`config.mk`:
```
export PLATFORM = sky130hd
export DESIGN_NAME = port_bitmap_allocator_core
export DESIGN_NICKNAME = d
export VERILOG_FILES = /design/src/rtl/core/pba_pkg.sv /design/src/rtl/core/port_bitmap_allocator_core.sv /design/src/rtl/core/pba_ram.sv /design/src/rtl/core/pba_ctrl.sv /design/src/rtl/core/pba_datapath.sv
export SDC_FILE = /design/constraint.sdc
export NUM_CORES = 2
export LEC_CHECK = 0
export ABC_CLOCK_PERIOD_IN_PS = 20500
export BUFFER_PORTS_ARGS = -buffer_cell sky130_fd_sc_hd__buf_2
export CAP_MARGIN = 25
export CORE_UTILIZATION = 25
export CTS_CLUSTER_SIZE = 28
export DETAILED_ROUTE_END_ITERATION = 10
export PLACE_DENSITY = 0.4
export SLEW_MARGIN = 20
export SYNTH_ARGS = -nofsm -noshare
export SYNTH_HDL_FRONTEND = slang
export SYNTH_SLANG_ARGS = --single-unit
```
`constraint.sdc`:
```
create_clock -name clk -period 20.5 [get_ports clk]
set_clock_uncertainty 0.2 [all_clocks]
set_input_delay 3.075 -clock clk [delete_from_list [all_inputs] [get_ports clk]]
set_output_delay 3.075 -clock clk [all_outputs]
set_load 0.02 [all_outputs]
```
`src/rtl/core/pba_pkg.sv`:
```
package pba_pkg;

    // Defaults for the top-level parameters
    localparam int DEF_MAX_PORTS = 1024;
    localparam int DEF_WORD_BITS = 64;

    // Field and internal widths
    localparam int PORT_W = 16;
    localparam int CNT_W  = 11;
    localparam int IDX_W  = 12;   // window index and scan base; window never exceeds 2047
    localparam int WIN_W  = 17;   // window size before clamping, holds 65536
    localparam int CFG_W  = 16;
    localparam int CFG_IDX_W = 1;

    typedef logic [1:0] cmd_t;

    localparam cmd_t CMD_CLAIM   = 2'd0;
    localparam cmd_t CMD_ANY     = 2'd1;
    localparam cmd_t CMD_RELEASE = 2'd2;

    localparam logic [CFG_IDX_W-1:0] REG_BASE_PORT  = 1'd0;
    localparam logic [CFG_IDX_W-1:0] REG_PORT_COUNT = 1'd1;

    localparam logic [CNT_W-1:0] PORT_COUNT_RST = 11'd1024;

    // Controller to datapath
    typedef struct packed {
        logic accept;
        logic check;
        logic eval;
        logic clear;
        logic deliver;
    } ctrl_cmd_t;

    // Datapath to controller
    typedef struct packed {
        logic clear_last;
        logic start_fail;
        logic eval_stop;
        logic out_free;
    } ctrl_sts_t;

endpackage

```
`src/rtl/core/port_bitmap_allocator_core.sv`:
```
// Port bitmap allocator: one in-use bit per port in a window starting at base_port.
// Requests arrive on in_valid/in_ready with cmd and port; each request gives one
// result on out_valid/out_ready carrying ok and port_out.
// Commands: claim a named port, claim the lowest free port, release a named port.
// Configuration (base_port, port_count) is written through cfg_we/cfg_index/cfg_wdata
// only while no request is in flight; the user must keep to this, as the block
// does not enforce it. The bits stay attached to window indexes.
// Timing: one request at a time. An accepted request is checked against the window,
// then scans W bitmap words, then is delivered to out_valid, where W is up to
// ceil(window / WORD_BITS) (16 with the defaults) for claim-any, and for named
// commands the word holding the port plus the words before it, one word read per
// cycle from the single read port of the bitmap memory. Requests failing the
// window check skip the scan (W = 0). in_ready rises together with out_valid.
// Reset: base_port = 0, port_count = 1024, and a clearing pass writes zeros to
// every one of the WORD_COUNT bitmap words (16 with the defaults), one per cycle,
// with in_ready low throughout.
// A stalled receiver holds the result in the output register; the next request
// is accepted and processed meanwhile, then waits until that register is free.
module port_bitmap_allocator_core #(
    parameter int MAX_PORTS = pba_pkg::DEF_MAX_PORTS,
    parameter int WORD_BITS = pba_pkg::DEF_WORD_BITS
) (
    input  logic                          clk,
    input  logic                          rst_n,
    input  logic                          in_valid,
    output logic                          in_ready,
    input  pba_pkg::cmd_t                 cmd,
    input  logic [pba_pkg::PORT_W-1:0]    port,
    output logic                          out_valid,
    input  logic                          out_ready,
    output logic                          ok,
    output logic [pba_pkg::PORT_W-1:0]    port_out,
    input  logic                          cfg_we,
    input  logic [pba_pkg::CFG_IDX_W-1:0] cfg_index,
    input  logic [pba_pkg::CFG_W-1:0]     cfg_wdata
);

    import pba_pkg::*;

    ctrl_cmd_t ctrl_cmd;
    ctrl_sts_t ctrl_sts;

    pba_ctrl u_ctrl (
        .clk      (clk),
        .rst_n    (rst_n),
        .in_valid (in_valid),
        .in_ready (in_ready),
        .cmd_o    (ctrl_cmd),
        .sts_i    (ctrl_sts)
    );

    pba_datapath #(
        .MAX_PORTS (MAX_PORTS),
        .WORD_BITS (WORD_BITS)
    ) u_datapath (
        .clk       (clk),
        .rst_n     (rst_n),
        .cmd_i     (ctrl_cmd),
        .sts_o     (ctrl_sts),
        .cmd       (cmd),
        .port      (port),
        .cfg_we    (cfg_we),
        .cfg_index (cfg_index),
        .cfg_wdata (cfg_wdata),
        .out_valid (out_valid),
        .out_ready (out_ready),
        .ok        (ok),
        .port_out  (port_out)
    );

endmodule

```
`src/rtl/core/pba_ram.sv`:
```
module pba_ram #(
    parameter int WIDTH = 64,
    parameter int DEPTH = 16,
    localparam int AW = (DEPTH > 1) ? $clog2(DEPTH) : 1
) (
    input  logic             clk,
    input  logic             we,
    input  logic [AW-1:0]    waddr,
    input  logic [WIDTH-1:0] wdata,
    input  logic [AW-1:0]    raddr,
    output logic [WIDTH-1:0] rdata
);

    logic [WIDTH-1:0] mem [DEPTH];
    logic [WIDTH-1:0] rdata_reg;

    always_ff @(posedge clk)
    begin
        if (we)
        begin
            mem[waddr] <= wdata;
        end
        rdata_reg <= mem[raddr];
    end

    assign rdata = rdata_reg;

endmodule

```
`src/rtl/core/pba_ctrl.sv`:
```
module pba_ctrl (
    input  logic               clk,
    input  logic               rst_n,
    input  logic               in_valid,
    output logic               in_ready,
    output pba_pkg::ctrl_cmd_t cmd_o,
    input  pba_pkg::ctrl_sts_t sts_i
);

    import pba_pkg::*;

    localparam logic [2:0] ST_CLEAR = 3'd0;
    localparam logic [2:0] ST_IDLE  = 3'd1;
    localparam logic [2:0] ST_CHECK = 3'd2;
    localparam logic [2:0] ST_EVAL  = 3'd3;
    localparam logic [2:0] ST_PEND  = 3'd4;

    logic [2:0] state_reg;
    logic [2:0] state_next;

    always_comb
    begin
        state_next = state_reg;
        cmd_o      = '0;
        unique case (state_reg)
            ST_CLEAR:
            begin
                cmd_o.clear = 1'b1;
                if (sts_i.clear_last)
                begin
                    state_next = ST_IDLE;
                end
            end
            ST_IDLE:
            begin
                if (in_valid)
                begin
                    cmd_o.accept = 1'b1;
                    state_next   = ST_CHECK;
                end
            end
            ST_CHECK:
            begin
                cmd_o.check = 1'b1;
                state_next  = sts_i.start_fail ? ST_PEND : ST_EVAL;
            end
            ST_EVAL:
            begin
                cmd_o.eval = 1'b1;
                if (sts_i.eval_stop)
                begin
                    state_next = ST_PEND;
                end
            end
            ST_PEND:
            begin
                if (sts_i.out_free)
                begin
                    cmd_o.deliver = 1'b1;
                    state_next    = ST_IDLE;
                end
            end
            default:
            begin
                state_next = ST_IDLE;
            end
        endcase
    end

    always_ff @(posedge clk or negedge rst_n)
    begin
        if (!rst_n)
        begin
            state_reg <= ST_CLEAR;
        end
        else
        begin
            state_reg <= state_next;
        end
    end

    assign in_ready = (state_reg == ST_IDLE);

endmodule

```
`src/rtl/core/pba_datapath.sv`:
```
module pba_datapath #(
    parameter int MAX_PORTS = pba_pkg::DEF_MAX_PORTS,
    parameter int WORD_BITS = pba_pkg::DEF_WORD_BITS
) (
    input  logic                          clk,
    input  logic                          rst_n,
    input  pba_pkg::ctrl_cmd_t            cmd_i,
    output pba_pkg::ctrl_sts_t            sts_o,
    input  pba_pkg::cmd_t                 cmd,
    input  logic [pba_pkg::PORT_W-1:0]    port,
    input  logic                          cfg_we,
    input  logic [pba_pkg::CFG_IDX_W-1:0] cfg_index,
    input  logic [pba_pkg::CFG_W-1:0]     cfg_wdata,
    output logic                          out_valid,
    input  logic                          out_ready,
    output logic                          ok,
    output logic [pba_pkg::PORT_W-1:0]    port_out
);

    import pba_pkg::*;

    localparam int WORD_COUNT = (MAX_PORTS + WORD_BITS - 1) / WORD_BITS;
    localparam int AW         = (WORD_COUNT > 1) ? $clog2(WORD_COUNT) : 1;
    localparam int BIT_W      = $clog2(WORD_BITS);

    localparam logic [IDX_W-1:0] WB_IDX    = IDX_W'(WORD_BITS);
    localparam logic [WIN_W-1:0] MAX_WIN   = WIN_W'(MAX_PORTS);
    localparam logic [WIN_W-1:0] PORT_SPAN = WIN_W'(65536);
    localparam logic [AW-1:0]    LAST_ADDR = AW'(WORD_COUNT - 1);

    // Configuration
    logic [PORT_W-1:0] base_port_reg, base_port_next;
    logic [CNT_W-1:0]  port_count_reg, port_count_next;

    // Request and scan state
    cmd_t              cmd_reg, cmd_next;
    logic [PORT_W-1:0] port_reg, port_next;
    logic [IDX_W-1:0]  idx_reg, idx_next;
    logic [IDX_W-1:0]  n_reg, n_next;
    logic              in_win_reg, in_win_next;
    logic [AW-1:0]     word_addr_reg, word_addr_next;
    logic [IDX_W-1:0]  word_base_reg, word_base_next;

    // Result and output
    logic              res_ok_reg, res_ok_next;
    logic [PORT_W-1:0] res_port_reg, res_port_next;
    logic              out_valid_reg, out_valid_next;
    logic              ok_reg, ok_next;
    logic [PORT_W-1:0] port_out_reg, port_out_next;

    // Window at accept time
    logic [WIN_W-1:0] win_size;
    logic [WIN_W-1:0] win_limit;
    logic [WIN_W-1:0] port_off;
    logic             port_in_win;

    // Word evaluation
    logic [WORD_BITS-1:0] rd_data;
    logic [WORD_BITS-1:0] wr_data;
    logic [AW-1:0]        rd_addr;
    logic                 mem_we;
    logic [IDX_W-1:0]     remain;
    logic [WORD_BITS-1:0] valid_mask;
    logic [WORD_BITS-1:0] free_bits;
    logic [WORD_BITS-1:0] first_free;
    logic [BIT_W-1:0]     free_idx;
    logic                 any_free;
    logic [IDX_W-1:0]     named_off;
    logic                 named_hit;
    logic [BIT_W-1:0]     bit_sel;
    logic [WORD_BITS-1:0] sel_mask;
    logic                 cur_bit;
    logic                 hit;
    logic                 success;
    logic                 last_word;
    logic                 advance;
    logic [PORT_W-1:0]    grant_port;

    always_comb
    begin
        win_limit = PORT_SPAN - WIN_W'(base_port_reg);
        win_size  = WIN_W'(port_count_reg);
        if (win_size > MAX_WIN)
        begin
            win_size = MAX_WIN;
        end
        if (win_size > win_limit)
        begin
            win_size = win_limit;
        end
        port_off    = WIN_W'(port) - WIN_W'(base_port_reg);
        port_in_win = (port >= base_port_reg) && (port_off < win_size);
    end

    always_comb
    begin
        remain = n_reg - word_base_reg;
        for (int i = 0; i < WORD_BITS; i++)
        begin
            valid_mask[i] = (IDX_W'(i) < remain);
        end
        free_bits  = ~rd_data & valid_mask;
        any_free   = |free_bits;
        first_free = free_bits & (~free_bits + WORD_BITS'(1));
        free_idx   = '0;
        for (int i = 0; i < WORD_BITS; i++)
        begin
            if (first_free[i])
            begin
                free_idx = free_idx | BIT_W'(i);
            end
        end

        named_off = idx_reg - word_base_reg;
        named_hit = (named_off < WB_IDX);
        bit_sel   = named_off[BIT_W-1:0];
        sel_mask  = WORD_BITS'(1) << bit_sel;
        cur_bit   = |(rd_data & sel_mask);

        grant_port = base_port_reg + PORT_W'(word_base_reg) + PORT_W'(free_idx);

        case (cmd_reg)
            CMD_ANY:
            begin
                hit     = any_free;
                success = any_free;
                wr_data = rd_data | first_free;
            end
            CMD_CLAIM:
            begin
                hit     = named_hit;
                success = !cur_bit;
                wr_data = rd_data | sel_mask;
            end
            default:
            begin
                hit     = named_hit;
                success = 1'b1;
                wr_data = rd_data & ~sel_mask;
            end
        endcase

        last_word = ((word_base_reg + WB_IDX) >= n_reg);
        advance   = cmd_i.eval && !hit && !last_word;
        rd_addr   = advance ? word_addr_reg + AW'(1) : word_addr_reg;
        mem_we    = cmd_i.clear || (cmd_i.eval && hit && success);
    end

    pba_ram #(
        .WIDTH (WORD_BITS),
        .DEPTH (WORD_COUNT)
    ) u_words (
        .clk   (clk),
        .we    (mem_we),
        .waddr (word_addr_reg),
        .wdata (cmd_i.clear ? '0 : wr_data),
        .raddr (rd_addr),
        .rdata (rd_data)
    );

    always_comb
    begin
        base_port_next  = base_port_reg;
        port_count_next = port_count_reg;
        cmd_next        = cmd_reg;
        port_next       = port_reg;
        idx_next        = idx_reg;
        n_next          = n_reg;
        in_win_next     = in_win_reg;
        word_addr_next  = word_addr_reg;
        word_base_next  = word_base_reg;
        res_ok_next     = res_ok_reg;
        res_port_next   = res_port_reg;
        out_valid_next  = out_valid_reg;
        ok_next         = ok_reg;
        port_out_next   = port_out_reg;

        if (cfg_we)
        begin
            unique case (cfg_index)
                REG_BASE_PORT:  base_port_next  = cfg_wdata[PORT_W-1:0];
                REG_PORT_COUNT: port_count_next = cfg_wdata[CNT_W-1:0];
                default:        ;
            endcase
        end

        if (cmd_i.clear)
        begin
            word_addr_next = word_addr_reg + AW'(1);
        end

        // Latch the request and freeze the window for its scan
        if (cmd_i.accept)
        begin
            cmd_next       = cmd;
            port_next      = port;
            idx_next       = port_off[IDX_W-1:0];
            n_next         = win_size[IDX_W-1:0];
            in_win_next    = port_in_win;
            word_addr_next = '0;
            word_base_next = '0;
        end

        if (cmd_i.check && sts_o.start_fail)
        begin
            res_ok_next   = 1'b0;
            res_port_next = '0;
        end

        if (cmd_i.eval)
        begin
            if (hit)
            begin
                res_ok_next   = success;
                res_port_next = !success ? '0 :
                                (cmd_reg == CMD_ANY) ? grant_port : port_reg;
            end
            else if (last_word)
            begin
                res_ok_next   = 1'b0;
                res_port_next = '0;
            end
            else
            begin
                word_addr_next = word_addr_reg + AW'(1);
                word_base_next = word_base_reg + WB_IDX;
            end
        end

        if (cmd_i.deliver)
        begin
            out_valid_next = 1'b1;
            ok_next        = res_ok_reg;
            port_out_next  = res_port_reg;
        end
        else if (out_ready)
        begin
            out_valid_next = 1'b0;
        end
    end

    always_ff @(posedge clk or negedge rst_n)
    begin
        if (!rst_n)
        begin
            base_port_reg  <= '0;
            port_count_reg <= PORT_COUNT_RST;
            word_addr_reg  <= '0;
            out_valid_reg  <= 1'b0;
        end
        else
        begin
            base_port_reg  <= base_port_next;
            port_count_reg <= port_count_next;
            word_addr_reg  <= word_addr_next;
            out_valid_reg  <= out_valid_next;
        end
    end

    always_ff @(posedge clk)
    begin
        cmd_reg       <= cmd_next;
        port_reg      <= port_next;
        idx_reg       <= idx_next;
        n_reg         <= n_next;
        in_win_reg    <= in_win_next;
        word_base_reg <= word_base_next;
        res_ok_reg    <= res_ok_next;
        res_port_reg  <= res_port_next;
        ok_reg        <= ok_next;
        port_out_reg  <= port_out_next;
    end

    always_comb
    begin
        sts_o.clear_last = (word_addr_reg == LAST_ADDR);
        sts_o.start_fail = (cmd_reg == CMD_ANY) ? (n_reg == '0) :
                           ((cmd_reg == CMD_CLAIM) || (cmd_reg == CMD_RELEASE)) ?
                           !in_win_reg : 1'b1;
        sts_o.eval_stop  = hit || last_word;
        sts_o.out_free   = !out_valid_reg || out_ready;
    end

    assign out_valid = out_valid_reg;
    assign ok        = ok_reg;
    assign port_out  = port_out_reg;

    // The scan never reads a word that lies wholly beyond the window
    assert property (@(posedge clk) disable iff (!rst_n)
        cmd_i.eval |-> (word_base_reg < n_reg))
        else $error("scan went past the window");

    // A failed request always reports port zero
    assert property (@(posedge clk) disable iff (!rst_n)
        out_valid_reg |-> (ok_reg || (port_out_reg == '0)))
        else $error("failed result carries a port");

    // A new result is only loaded into a free output slot
    assert property (@(posedge clk) disable iff (!rst_n)
        cmd_i.deliver |-> (!out_valid_reg || out_ready))
        else $error("result overwritten before it was taken");

    // A granted named port must match the request
    assert property (@(posedge clk) disable iff (!rst_n)
        (cmd_i.eval && hit && success && (cmd_reg != CMD_ANY)) |=>
            (res_port_reg == port_reg))
        else $error("named grant does not echo the port");

endmodule

```
# Word level (Yosys, flattened, before mapping)
# Memory sizes are Yosys's and may differ from the RTL's. A register that Yosys moved wholly into a read port is not among the register bits.
# Cells that the tools add are included.
# Widths: inputs -> output; s select.
[op_classes] addsub=9 n_lt_le_gt_ge=70 eq_ne=13 n_shift=1 n_mux=131 bitwise_logic=9 n_reduce_logical=24
[ops] operator="$lt 6x12->1 const A" count=32
[ops] operator="$and 64x64->64" count=4
[ops] operator="$lt 5x12->1 const A" count=16
[ops] operator="$mux 6" count=32
[ops] operator="$not 64->64" count=3
[ops] operator="$mux 16" count=11
[ops] operator="$or 64x64->64" count=2
[ops] operator="$pmux 64 s2" count=1
[ops] operator="$reduce_or 64->1" count=2
[ops] operator="$lt 4x12->1 const A" count=8
[ops] operator="$mux 12" count=7
[ops] operator="$mux 5" count=16
[ops] operator="$mux 4" count=17
[ops] operator="$add 64x1->64 const B" count=1
[ops] operator="$mux 64" count=1
[ops] operator="$shl 1x6->64 const A" count=1
[ops] operator="$lt 3x12->1 const A" count=4
[ops] operator="$mux 3" count=13
[ops] operator="$mux 11" count=3
[ops] operator="$mux 1" count=25
[ops] operator="$lt 1x12->1 const A" count=2
[ops] operator="$lt 2x12->1 const A" count=2
[ops] operator="$sub 12x12->12" count=2
[ops] operator="$gt 11x17->1" count=1
[ops] operator="other kinds (32)" count=51
[totals] regBits=124 mem_bits_rw=1024 output_inout_bits=19 word_cells=273 n_memories=1
[mem_list] name="u_datapath.u_words.mem" words=16 word_bits=64 rd=1 rd_ports_with_merged_regs=1 write_ports=1 line_no="pba_ram.sv:14" rtl="logic [WIDTH-1:0] mem [DEPTH];"

# Longest topological paths before layout
[logic_depth] word_depth=75 mapped_depth=43 mapped_depth_nobuf=39

# By module
# From an unflattened synthesis, not the netlist that was laid out.
[unflattened] hier_cells=3472 hier_area_um2=53531.3
[modules_own_cells] mod="pba_ram" n_inst=1 cells_per_inst=1647 area_each_um2=39581.7
[modules_own_cells] mod="pba_datapath" n_inst=1 cells_per_inst=1796 area_each_um2=13701.9
[modules_own_cells] mod="pba_ctrl" n_inst=1 cells_per_inst=29 area_each_um2=247.7

# Worst setup path before layout
# Ideal clock, no wire load.
[synth_path] path_type="flip-flop to flip-flop" from="register u_datapath.word_base_reg[1]" to="memory u_datapath.u_words.mem[7][0], enable pin" setup_ns=0.644 arrival_time_ns=9.503 required_time_ns=19.656 slack_ns=10.153 path_stages_with_launch=19 path_buffers=2 cell_sequence="edfxtp_1 > inv_1 > ha_1 > nor2b_1 > o21ai_0 > a21boi_0 > o21a_1 > o21a_1 > or2_2 > clkbuf_1 > nand2_1 > clkbuf_1 > nor2_1 > a32o_1 > nor3_1 > nand4_1 > a21oi_1 > a31oi_1 > nor4_1"
[synth_between] elab_chain_len=10 elab_cells_between_ends=80
[synth_lines] element="from (decl)" line_no="pba_datapath.sv:42" rtl="logic [IDX_W-1:0] word_base_reg, word_base_next;"
[synth_lines] element="from (signal assigned)" line_no="pba_datapath.sv:267" rtl="word_base_reg <= word_base_next;"
[synth_lines] element="$sub 12x12->12 (on tied branches)" line_no="pba_datapath.sv:97, pba_datapath.sv:114"
[synth_lines] element="$lt 1x12->1 (tied with other cells)" line_no="pba_datapath.sv:100" rtl="valid_mask[i] = (IDX_W'(i) < remain);"
[synth_lines] element="$and 64x64->64 (on tied branches)" line_no="pba_datapath.sv:102, pba_datapath.sv:118"
[synth_lines] element="$reduce_or 64->1 (on tied branches)" line_no="pba_datapath.sv:103, pba_datapath.sv:118"
[synth_lines] element="$mux 1 or $logic_not 1->1 (tied branches)" line_no="pba_datapath.sv:122, pba_datapath.sv:132"
[synth_lines] element="$logic_and 1x1->1 or $pmux 1 s2 (tied branches)" line_no="pba_datapath.sv:146, pba_datapath.sv:122"
[synth_lines] element="$logic_and 1x1->1 *" line_no="pba_datapath.sv:146" rtl="mem_we = cmd_i.clear || (cmd_i.eval && hit && success);"
[synth_lines] element="$logic_or 1x1->1 *" line_no="pba_datapath.sv:146"
[synth_lines] element="$mux 1 *" line_no="pba_ram.sv:19" rtl="if (we)"
[synth_lines] element="$mux 1 (implied by the code) *" line_no="pba_ram.sv:21" rtl="mem[waddr] <= wdata;"
[synth_lines] element="to (decl)" line_no="pba_ram.sv:14"
# Every way passes the cells marked *; elsewhere a longest branch is shown, timed or not.

# Final worst setup path
[layout_path] from="register u_datapath.n_reg[0]" to="register u_datapath.res_port_reg[15]"
[layout_between] elab_chain_len=75 elab_cells_between_ends=149
[layout_lines] element="from (decl)" line_no="pba_datapath.sv:39" rtl="logic [IDX_W-1:0] n_reg, n_next;"
[layout_lines] element="from (signal assigned)" line_no="pba_datapath.sv:265" rtl="n_reg <= n_next;"
[layout_lines] element="$sub 12x12->12" line_no="pba_datapath.sv:97" rtl="remain = n_reg - word_base_reg;"
[layout_lines] element="$lt 1x12->1" line_no="pba_datapath.sv:100"
[layout_lines] element="$and 64x64->64" line_no="pba_datapath.sv:102" rtl="free_bits = ~rd_data & valid_mask;"
[layout_lines] element="$not 64->64" line_no="pba_datapath.sv:104" rtl="first_free = free_bits & (~free_bits + WORD_BITS'(1));"
[layout_lines] element="$add 64x1->64" line_no="pba_datapath.sv:104"
[layout_lines] element="$and 64x64->64" line_no="pba_datapath.sv:104"
[layout_lines] element="$mux 1" line_no="pba_datapath.sv:108" rtl="if (first_free[i])"
[layout_lines] element="$mux 2 (2 in series)" line_no="pba_datapath.sv:108"
[layout_lines] element="[28 not listed]"
[layout_lines] element="$mux 6 (32 in series)" line_no="pba_datapath.sv:108"
[layout_lines] element="$add 16x6->16" line_no="pba_datapath.sv:120" rtl="grant_port = base_port_reg + PORT_W'(word_base_reg) + PORT_W'(free_idx);"
[layout_lines] element="$mux 16" line_no="pba_datapath.sv:216" rtl="(cmd_reg == CMD_ANY) ? grant_port : port_reg;"
[layout_lines] element="$mux 16" line_no="pba_datapath.sv:215" rtl="res_port_next = !success ? '0 :"
[layout_lines] element="$mux 16" line_no="pba_datapath.sv:212" rtl="if (hit)"
[layout_lines] element="$mux 16" line_no="pba_datapath.sv:210" rtl="if (cmd_i.eval)"
[layout_lines] element="$mux 16 *" line_no="pba_datapath.sv:210"
[layout_lines] element="net u_datapath.res_port_next[15]" line_no="pba_datapath.sv:46" rtl="logic [PORT_W-1:0] res_port_reg, res_port_next;"
[layout_lines] element="to (signal assigned)" line_no="pba_datapath.sv:269" rtl="res_port_reg <= res_port_next;"
[layout_lines] element="to (decl)" line_no="pba_datapath.sv:46"
# Mark *: on every way through the listed nets, which the timed path passes. The rest lies on a longest branch. The select of a mux whose other input is x is not followed.
# A chain may end at the register's enable or synchronous reset.

==> impl_results.md <==
* Synth Instances at 5272
* Clk sinks at 1212
* Largest cells by area after synthesis: edfxtp_1 (51%), mux2i_1 (11%), dfxtp_1 (2.7%), a2111oi_0 (2.7%), a31oi_1 (2.2%)
* Final net count at 5380
* Largest net degree at the start of global routing at 202
* Sw Share at 44.8%
* Crit path time final at 10.96 ns
* Gr usage total at 19.2%
* Final ANT Viol Nets at 0
* Int Pwr at 6.81 mW
* TritonCTS Buffers at 146
* Overall power at 12.3 mW
* Final period util at 53.5%
* Initial antenna violation count at 16
* Actual slew at the worst max-slew pin at 1.11 ns
* Die ar. at 258000 um^2
* DP HPWL at 159000 um
* Avg WL per Cell at 29.0 um
* Leakage power at 24.7 nW
* Seq pwr share at 31.7%
* Die height at 508 um
* # rows at 185
* Vias per std cell at 5.35
* Required time worst endpoint at 21.06 ns
* Worst path bufs/invs at 5
* Comb pwr share at 47.3%
* MaxCap Viol Count at 0
* Routed vias at 46600
* Post-synth EDFFs at 1090
* Mapped cell area at 64000 um^2
* Max reg flops at 1024
* Startpoint types: flip-flop
* Worst hold path class: reg2reg
* First-pass GRT wire length at 354000 um
* Initial core utilization at 25.2%
* Unrepaired setup endpoints after global routing: no
* I/O pin cnt at 59
* Clock Path Buffers at 3
* Met3 wire length at 10300 um
* Met2 WL at 119000 um
* Final count of hold timing violations at 0
* Critical path class: reg2reg
* Most frequent cell after synthesis: edfxtp_1
* Total grt overflow at 0
* Setup bufs post-CTS at 0
* Max Clock Freq at 91.2 MHz
* Area leader, netlist: edfxtp_1
* Sequential element share of the synthesized area at 55.3%
* Status: completed
* Avg Inst Size Synth at 12.1 um^2
* CTS tree: built
* PostCTS Resize Cnt at 0
* Routed length on met1 at 116000 um
* CP max stage delay at 0.95 ns
* Root Driver: clkbuf_16
* Slew HR at 25.8%
* CTS clock-pin slew for the worst setup and hold paths at 0.07 ns
* Post-Route WL at 253000 um
* PD cells at 169 nW/um^2
* Initial drt markers at 3799
* Yosys cell types at 97
* Cts hold-fix bufs at 0
* Top cell type's share of synthesized area at 51.2%
* Max-slew violation count at 0
* Core Area at 254000 um^2
* Async SR Flop Fraction at 2.89%
* Area growth, synth to finish at 14.4%
* Synth warn at 0
* Synth cell count leaders: edfxtp_1 (1090), mux2i_1 (673), clkbuf_1 (330)
* Max Used Layer: met5
* Die width at 508 um
* # DRC at 0
* Critical Path Sink Type: flip-flop
* Layout cell share with drive strength beyond 1 at 11.4%
* Slowest CP cell: nor4_2
* Vias in the first global route at 45400
* Worst VDD drop at 134 uV
* NetSw at 5.52 mW
* Crit path max-delay family: compound AO/OA/AOI/OAI gates
* Placer congestion estimate at 0.956
* Worst-Skew Late Latency at 0.84 ns
* Buffers added on ports at 58
* Post-route setup TNS at 0 ns
* DR pass1 iterations at 5
* Yosys reg bits at 1212
* Power share of the clock group at 20.9%
* CTS H-Tree Depth at 4
* CP arrival at 11.52 ns
* Post-synth top flop: edfxtp_1
* Final setup vio count at 0
* Crit Path Max Fanout at 62
==> final timing paths <==
path | slack (ns) | end | cells after the start | startpoint
hold / removal | 0.23 | u_datapath.ok$_DFFE_PP_ | 0 | u_datapath.res_ok_reg$_DFF_P_
max in group asynchronous | 17.60 | u_datapath.port_count_reg[10]$_DFFE_PN1P_ | 2 | rst_n
setup reg to reg | 9.54 | u_datapath.res_port_reg[15]$_DFF_P_ | 39 | u_datapath.n_reg[0]$_DFFE_PP_
setup / recovery | 9.54 | u_datapath.res_port_reg[15]$_DFF_P_ | 39 | u_datapath.n_reg[0]$_DFFE_PP_
min in group asynchronous | 1.95 | u_datapath.base_port_reg[14]$_DFFE_PN0P_ | 1 | rst_n
hold reg to reg | 0.23 | u_datapath.ok$_DFFE_PP_ | 0 | u_datapath.res_ok_reg$_DFF_P_
==> layer usage <==
layer | vias up | global-route usage [%]
met4 | 6 | 6.08
li1 | 20900 | -
met3 | 332 | 2.30
met5 | - | 0
met1 | 24300 | 26.1
met2 | 1165 | 31.6
==> placed cells by master (no fill, tap or decap), types with 36 or more instances in the layout <==
cell and instances:
a21oi_1 207, nor2_1 232, and3_1 115, nor3_1 113, a2111o_1 47, o21ai_0 200
ha_1 100, nand3_1 119, nand2_1 194, dfxtp_1 87, mux4_2 55, clkbuf_1 46
a211oi_1 54, o21a_1 36, a2111oi_0 195, buf_4 156, and2_1 96, o22ai_1 76
nor2b_1 161, edfxtp_1 1090, clkbuf_16 146, a31oi_1 225, o221ai_1 79, inv_1 109
a221oi_1 73, buf_2 58, mux2i_1 671
==> logic make-up (layout without fill, tap and decap cells) <==
logic type	count (synthesis)	count (layout)	synth area share, %
multiplexers	760	760	13.0
adder cells (fa/ha/maj)	111	111	2.29
buffers and inverters	535	608	3.40
other	2	12	0.0117
flip-flops	1212	1212	55.3
AND/OR/NAND/NOR	1212	1212	9.94
AO/OA/AOI/OAI	1396	1396	15.5
XOR/XNOR	44	44	0.602
==> final cells by class <==
class,instances,area [um^2]
Antenna cell,5,12.5
Clock buffer,202,3960
Clock inverter,67,793
Fill cell,26000,181000
Inverter,116,450
Multi-Input combinational cell,3530,26700
Sequential cell,1212,35400
Tap cell,3366,4210
Timing Repair Buffer,223,1650
==> power groups by stage <==
stage	Clock, mW	Sequential (mW)	Combinational [mW]
after floorplan	0	3.72	3.63
after global routing	2.73	3.93	6.25
after CTS	2.65	3.91	5.83
after global placement	0	3.96	5.77
final	2.58	3.91	5.84
after detailed placement	0	3.96	5.81
==> per-stage QoR <==
step | instances | hold slack (ns) | cell area (um^2) | worst slack, ns | utilization (%)
3_5_place_dp | 8429 | 0.218 | 68200 | 9.74 | 26.8
2_1_floorplan | 5277 | 0.208 | 64000 | 10.15 | -
4_1_cts | 8698 | 0.235 | 73000 | 9.73 | 28.7
5_1_grt | 8717 | 0.251 | 73200 | 8.87 | 28.8
3_3_place_gp | 8419 | 0.216 | 68100 | 9.63 | 26.8
6_report | 8721 | 0.232 | 73200 | 9.54 | 28.8
Note: power is estimated with default switching activity, not from simulation.
